`src/u8u2_pkg.sv`:
```
// ----------------------------------------------------------------------------
// u8u2_pkg
// Shared types and lead-byte constants for the UTF-8 to UCS-2 stream decoder.
// ----------------------------------------------------------------------------
`default_nettype none

package u8u2_pkg;

    typedef logic [7:0]  t_byte;
    typedef logic [15:0] t_unit;
    typedef logic [1:0]  t_pend;

    // Lead-byte class thresholds
    localparam t_byte LEAD4_MIN = 8'hF0;
    localparam t_byte LEAD3_MIN = 8'hE0;
    localparam t_byte LEAD2_MIN = 8'hC0;

    // Payload masks per lead class and for continuation bytes
    localparam t_byte LEAD4_MASK = 8'h07;
    localparam t_byte LEAD3_MASK = 8'h0F;
    localparam t_byte LEAD2_MASK = 8'h1F;
    localparam t_byte CONT_MASK  = 8'h3F;

    localparam t_byte NUL_BYTE = 8'h00;

    localparam t_unit CAPACITY_RESET = 16'd256;

endpackage

`default_nettype wire

```
`src/utf8_to_ucs2_stream_decoder_top.sv`:
```
// ----------------------------------------------------------------------------
// utf8_to_ucs2_stream_decoder_top
// Decodes a NUL-terminated UTF-8 byte stream into 16-bit code units, counts
// characters and ends the string at NUL or when the count reaches capacity.
// ----------------------------------------------------------------------------
// Throughput: 1 input byte per cycle while the result stage is not stalled;
//   decode state is updated in a single pass between the input register
//   and the result register.
// Reset: synchronous active-low; clears decode state, drains both stages and
//   sets capacity to 256.
`default_nettype none

module utf8_to_ucs2_stream_decoder_top (
    input  wire                 i_clk,
    input  wire                 i_rst_n,
    // configuration
    input  wire                 i_cfg_we,
    input  wire u8u2_pkg::t_unit i_cfg_data,
    // input channel
    input  wire                 i_in_valid,
    output logic                o_in_ready,
    input  wire u8u2_pkg::t_byte i_in_byte,
    // output channel
    output logic                o_out_valid,
    input  wire                 i_out_ready,
    output u8u2_pkg::t_unit     o_code_unit,
    output logic                o_is_end,
    output u8u2_pkg::t_unit     o_char_count
);
    import u8u2_pkg::*;

    // input stage
    logic  r_in_vld;
    t_byte r_byte;

    // decode state
    t_pend r_pend,  n_pend;
    t_unit r_acc,   n_acc;
    t_unit r_count, n_count;
    logic  r_halt,  n_halt;
    t_unit r_capacity;

    // result stage
    logic  r_out_vld;
    t_unit r_unit;
    logic  r_end;
    t_unit r_cnt_out;

    // decode outputs
    logic  emit;
    t_unit e_unit;
    logic  e_end;
    t_unit e_cnt;
    logic  finish;
    t_unit fin_acc;
    t_unit next_count;
    logic  advance;

    assign advance    = r_in_vld && (!r_out_vld || i_out_ready);
    assign o_in_ready = !r_in_vld || advance;
    assign next_count = r_count + 16'd1;

    // single-pass decode of the registered byte
    always_comb begin
        n_pend  = r_pend;
        n_acc   = r_acc;
        n_count = r_count;
        n_halt  = r_halt;
        emit    = 1'b0;
        e_unit  = '0;
        e_end   = 1'b0;
        e_cnt   = r_count;
        finish  = 1'b0;
        fin_acc = '0;

        if (r_halt) begin
            // drop bytes until NUL re-arms the decoder
            if (r_byte == NUL_BYTE) begin
                n_halt  = 1'b0;
                n_pend  = '0;
                n_acc   = '0;
                n_count = '0;
            end
        end else if (r_pend != '0) begin
            // continuation: only low 16 bits of the code point are kept
            n_acc   = {r_acc[9:0], r_byte[5:0] & CONT_MASK[5:0]};
            n_pend  = r_pend - 2'd1;
            fin_acc = n_acc;
            finish  = (r_pend == 2'd1);
        end else if (r_byte == NUL_BYTE) begin
            emit    = 1'b1;
            e_end   = 1'b1;
            e_cnt   = r_count;
            n_pend  = '0;
            n_acc   = '0;
            n_count = '0;
        end else if (r_byte >= LEAD4_MIN) begin
            n_acc  = {8'd0, r_byte & LEAD4_MASK};
            n_pend = 2'd3;
        end else if (r_byte >= LEAD3_MIN) begin
            n_acc  = {8'd0, r_byte & LEAD3_MASK};
            n_pend = 2'd2;
        end else if (r_byte >= LEAD2_MIN) begin
            n_acc  = {8'd0, r_byte & LEAD2_MASK};
            n_pend = 2'd1;
        end else begin
            // single-byte character, stray continuations included
            fin_acc = {8'd0, r_byte};
            finish  = 1'b1;
        end

        // character done: count it, check against capacity
        if (finish) begin
            n_count = next_count;
            n_pend  = '0;
            n_acc   = '0;
            emit    = 1'b1;
            e_cnt   = next_count;
            if (next_count >= r_capacity) begin
                n_halt = 1'b1;
                e_end  = 1'b1;
                e_unit = '0;
            end else begin
                e_unit = fin_acc;
            end
        end
    end

    // payload registers
    always_ff @(posedge i_clk) begin
        if (o_in_ready && i_in_valid) begin
            r_byte <= i_in_byte;
        end
        if (advance && emit) begin
            r_unit    <= e_unit;
            r_end     <= e_end;
            r_cnt_out <= e_cnt;
        end
    end

    // control and state registers
    always_ff @(posedge i_clk) begin
        if (!i_rst_n) begin
            r_in_vld   <= 1'b0;
            r_out_vld  <= 1'b0;
            r_pend     <= '0;
            r_acc      <= '0;
            r_count    <= '0;
            r_halt     <= 1'b0;
            r_capacity <= CAPACITY_RESET;
        end else begin
            if (i_cfg_we) begin
                r_capacity <= i_cfg_data;
            end
            if (o_in_ready) begin
                r_in_vld <= i_in_valid;
            end
            if (advance) begin
                r_pend  <= n_pend;
                r_acc   <= n_acc;
                r_count <= n_count;
                r_halt  <= n_halt;
            end
            if (advance && emit) begin
                r_out_vld <= 1'b1;
            end else if (i_out_ready) begin
                r_out_vld <= 1'b0;
            end
        end
    end

    assign o_out_valid  = r_out_vld;
    assign o_code_unit  = r_unit;
    assign o_is_end     = r_end;
    assign o_char_count = r_cnt_out;

endmodule

`default_nettype wire

```
`config.mk`:
```
export PLATFORM = sky130hd
export DESIGN_NAME = utf8_to_ucs2_stream_decoder_top
export DESIGN_NICKNAME = d
export VERILOG_FILES = /design/src/u8u2_pkg.sv /design/src/utf8_to_ucs2_stream_decoder_top.sv
export SDC_FILE = /design/constraint.sdc
export NUM_CORES = 1
export LEC_CHECK = 0
export BUFFER_PORTS_ARGS = -buffer_cell sky130_fd_sc_hd__buf_2
export CORE_MARGIN = 10
export CORE_UTILIZATION = 40
export CTS_BUF_LIST = sky130_fd_sc_hd__clkbuf_4 sky130_fd_sc_hd__clkbuf_8 sky130_fd_sc_hd__clkbuf_16
export DETAILED_ROUTE_END_ITERATION = 10
export HOLD_SLACK_MARGIN = 0.08
export PLACE_DENSITY = 0.57
export SLEW_MARGIN = 10
export SYNTH_ARGS = -nofsm -noshare
export SYNTH_HDL_FRONTEND = slang
export SYNTH_SLANG_ARGS = --single-unit
```
`constraint.sdc`:
```
create_clock -name i_clk -period 5.1 [get_ports i_clk]
set_input_delay 1.02 -clock i_clk [delete_from_list [all_inputs] [get_ports i_clk]]
set_output_delay 1.02 -clock i_clk [all_outputs]
set_load 0.1 [all_outputs]
```
==> results by group <==
Drt
  • Final WL: 9350 um
  • Vias after detailed routing: 3089
  • Final ANT Viol Nets: 0
  • DRC viols: 0
  • Detailed Routing Iterations Pass 1: 4
  • Avg Vias per Cell: 5.07
  • DR WL/cell: 15.4 um
  • First DRT Iteration DRCs: 126

Floorplan
  • Die Wd: 124 um
  • FP Rows: 37
  • IO Count: 64
  • Vert. Die Dim: 124 um
  • Die area: 15300 um2
  • Initial Utilization: 41.4%
  • Core area: 10400 um2

Power and ir drop
  • Fraction of power consumed by sequential logic: 51.8%
  • VDD IR-drop max: 167 uV
  • Comb pwr share: 13.3%
  • Net Sw Power: 0.409 mW
  • Int Pwr: 1.09 mW
  • Clock power frac: 34.9%
  • Total power: 1.50 mW
  • Leakage power: 1.97 nW
  • Sw Share: 27.2%
  • P per Cell Area: 307 nW/um2

Synthesis
  • Asr flop ratio synth: 0%
  • EDFF count, synth: 41
  • Simple-gate share of the synthesized area: 16.5%
  • Post-synthesis compound-gate area fraction: 11.8%
  • Avg Inst Size Synth: 10.4 um2
  • Mapped Cells: 413
  • Largest family of logic cells by synthesized area: simple AND/OR/NAND/NOR gates
  • Ys Warns: 0
  • Cell area after synthesis: 4290 um2
  • Yosys reg bits: 88
  • Post-Syn Nets: 460
  • XOR/XNOR share of the synthesized area: 5.51%
  • Fraction of the mapped netlist area in adder cells: 5.25%
  • Mux contribution to synthesized area: 4.93%
  • Most used DFF post-synth: dfxtp_1
  • Yosys cell types: 52
  • Seq/Total Area, Yosys: 50.6%

Cells and area
  • Final Util: 47.2%
  • Share of cells above drive strength 1: 20.1%
  • Antenna Cells: 0
  • # fillers: 994
  • Multi-input combinational cell area: 1890 um2
  • NumNets Final: 515
  • Commonest non-fill, non-tap cells in the layout: 63 x buf_2, 47 x dfxtp_1, 41 x edfxtp_1
  • Area Growth Syn to Fin: 14.2%
  • FF/Latch Area: 2170 um2
  • Commonest non-fill, non-tap cell in the layout: buf_2

Timing
  • Slew @ Worst Pin: 770 ps
  • RSZ-0062 raised after global routing: no
  • Final slew viol count: 0
  • Fmax: 274 MHz
  • Setup_tns: 0 ps
  • Min Clock Period, post-route: 3660 ps
  • Tcrit/Tclk final: 71.7%
  • Slew headroom: 48.7%
  • Clk_skew: 8.39 ps
  • Hold Vio Cnt, Final: 0
  • Final setup viols: 0

CTS
  • Reg clk slew, reported paths: 80 ps
  • CTS buffer count: 9
  • Postcts setup bufs: 0
  • Skew-Pair Late Insertion Delay: 370 ps
  • Hold buffer count at cts: 0
  • TritonCTS clock tree: yes
  • Cts repair resizes: 0
  • Clock tree buffer depth: 2
  • Root buf cell: clkbuf_8
  • Clock sinks: 88
  • H-tree depth: 3

Hold path
  • Hold path depth: 2
  • Tightest Hold Check Type: flip-flop to flip-flop

Critical path
  • Most frequent CP cell: nand3_1
  • R2R cell count: 11
  • Kind of cell adding the most delay to the critical path: compound AO/OA/AOI/OAI gates
  • Critical path class: flip-flop to flip-flop
  • CP endpoint kind: flip-flop
  • Critical Path RT: 5330 ps
  • Levels on crit path: 11
  • CP Cell Sequence: ha_1 > nand3_1 > nor2_1 > nand3_1 > xnor2_1 > ha_1 > and4_1 > nand3_1 > o21ai_0 > a2111oi_4 > a21boi_2
  • Crit path largest cell delay: 770 ps
  • CP max FO: 16
  • Crit path launch type: flip-flop
  • CP Buf/Inv Count: 0
  • Slowest CP cell: a2111oi_4
  • Data arrival, critical path: 3880 ps

Global route
  • First-pass GRT wire length: 15700 um
  • Vias in the first global route: 3073
  • Antenna violations before repair: 0
  • Largest net degree at the start of global routing: 34
  • GR Util All Layers: 13.0%
  • Gr ovfl total: 0

Outcome
  • Status: finished clean

Place
  • Routability congestion estimate: 0.823
  • DP Wirelength: 6720 um
  • IO Port Bufs: 63

Flow run
  • Max_cap viols: 0
final timing paths:
kind | end | slack (ps) | from
max | o_code_unit[6]$_SDFFCE_PP0P_ | 1440 | r_count[0]$_SDFFE_PN0P_
min | r_acc[5]$_SDFFE_PN0P_ | 450 | r_acc[5]$_SDFFE_PN0P_
min reg2reg | r_acc[5]$_SDFFE_PN0P_ | 450 | r_acc[5]$_SDFFE_PN0P_
max reg2reg | o_code_unit[6]$_SDFFCE_PP0P_ | 1440 | r_count[0]$_SDFFE_PN0P_
tightest hold or removal path: cells and delay by family (launching register included):
kind | cells | cell delay [ps]
DFF | 1 | 310
AOI/OAI and AO/OA | 1 | 50
and+or+nand+nor | 1 | 50
final cells by class:
type	count	area share, %
multi-input cells	273	38.7
inverters	31	2.38
flip-flops and latches	88	44.4
clock inverters	6	1.71
clock buffers	10	2.68
well taps	136	3.47
repair buffers	65	6.75
logic make-up after synthesis:
group                      Yosys count
and+or+nand+nor                    137
AOI/OAI and AO/OA                   70
DFF                                 88
muxes                               21
xor gates and xnor gates            27
adders and majority gates           18
buffers and inverters               52
power groups by stage:
stage / Sequential [mW] / Combinational, mW / Clock, mW
after floorplan: 0.871 / 0.0829 / 0
after global placement: 0.794 / 0.199 / 0
after detailed placement: 0.795 / 0.201 / 0
after CTS: 0.778 / 0.202 / 0.539
after global routing: 0.781 / 0.217 / 0.571
final: 0.778 / 0.200 / 0.525
cells in the mapped netlist, types with 5 or more instances:
cell / count / area share (%)
o21ai_0: 13 / 1.5
and3_1: 12 / 1.8
a21oi_1: 14 / 1.6
xnor2_1: 22 / 4.5
dfxtp_1: 47 / 22
and4_1: 5 / 1.0
inv_1: 29 / 2.5
mux2i_1: 20 / 4.7
clkbuf_1: 11 / 0.96
nand3_1: 26 / 3.0
and2_1: 10 / 1.5
nand4_1: 9 / 1.3
a22oi_1: 12 / 2.1
xor2_1: 5 / 1.0
o211ai_1: 5 / 0.88
edfxtp_1: 41 / 29
nand2_1: 29 / 2.5
ha_1: 18 / 5.3
nor2_1: 29 / 2.5
stage by stage:
stage	instances	instance area [um2]	hold slack (ps)	setup slack [ps]
floorplan	413	4290	427	1950
global placement	593	4680	438	1610
detailed placement	593	4680	444	1510
CTS	609	4900	456	1470
global route	609	4900	478	1140
finish	609	4900	451	1440
registers in the layout (all words and copies together), names as in the netlist:
name          flops
o_char_count     16
r_in_vld          1
r_byte            8
r_pend            2
o_is_end          1
r_acc            10
r_halt            1
o_out_valid       1
r_capacity       16
o_code_unit      16
r_count          16
per-layer routing:
| metal | global-route usage [%] | up-vias | routed length, um |
|---|---|---|---|
| li1 | - | 1582 | - |
| met1 | 18.6 | 1432 | 4800 |
| met2 | 18.2 | 64 | 3930 |
| met3 | 3.60 | 11 | 491 |
| met4 | 4.59 | 0 | 131 |
| met5 | 0 | - | 0 |
(Power assumes the default switching activity.)
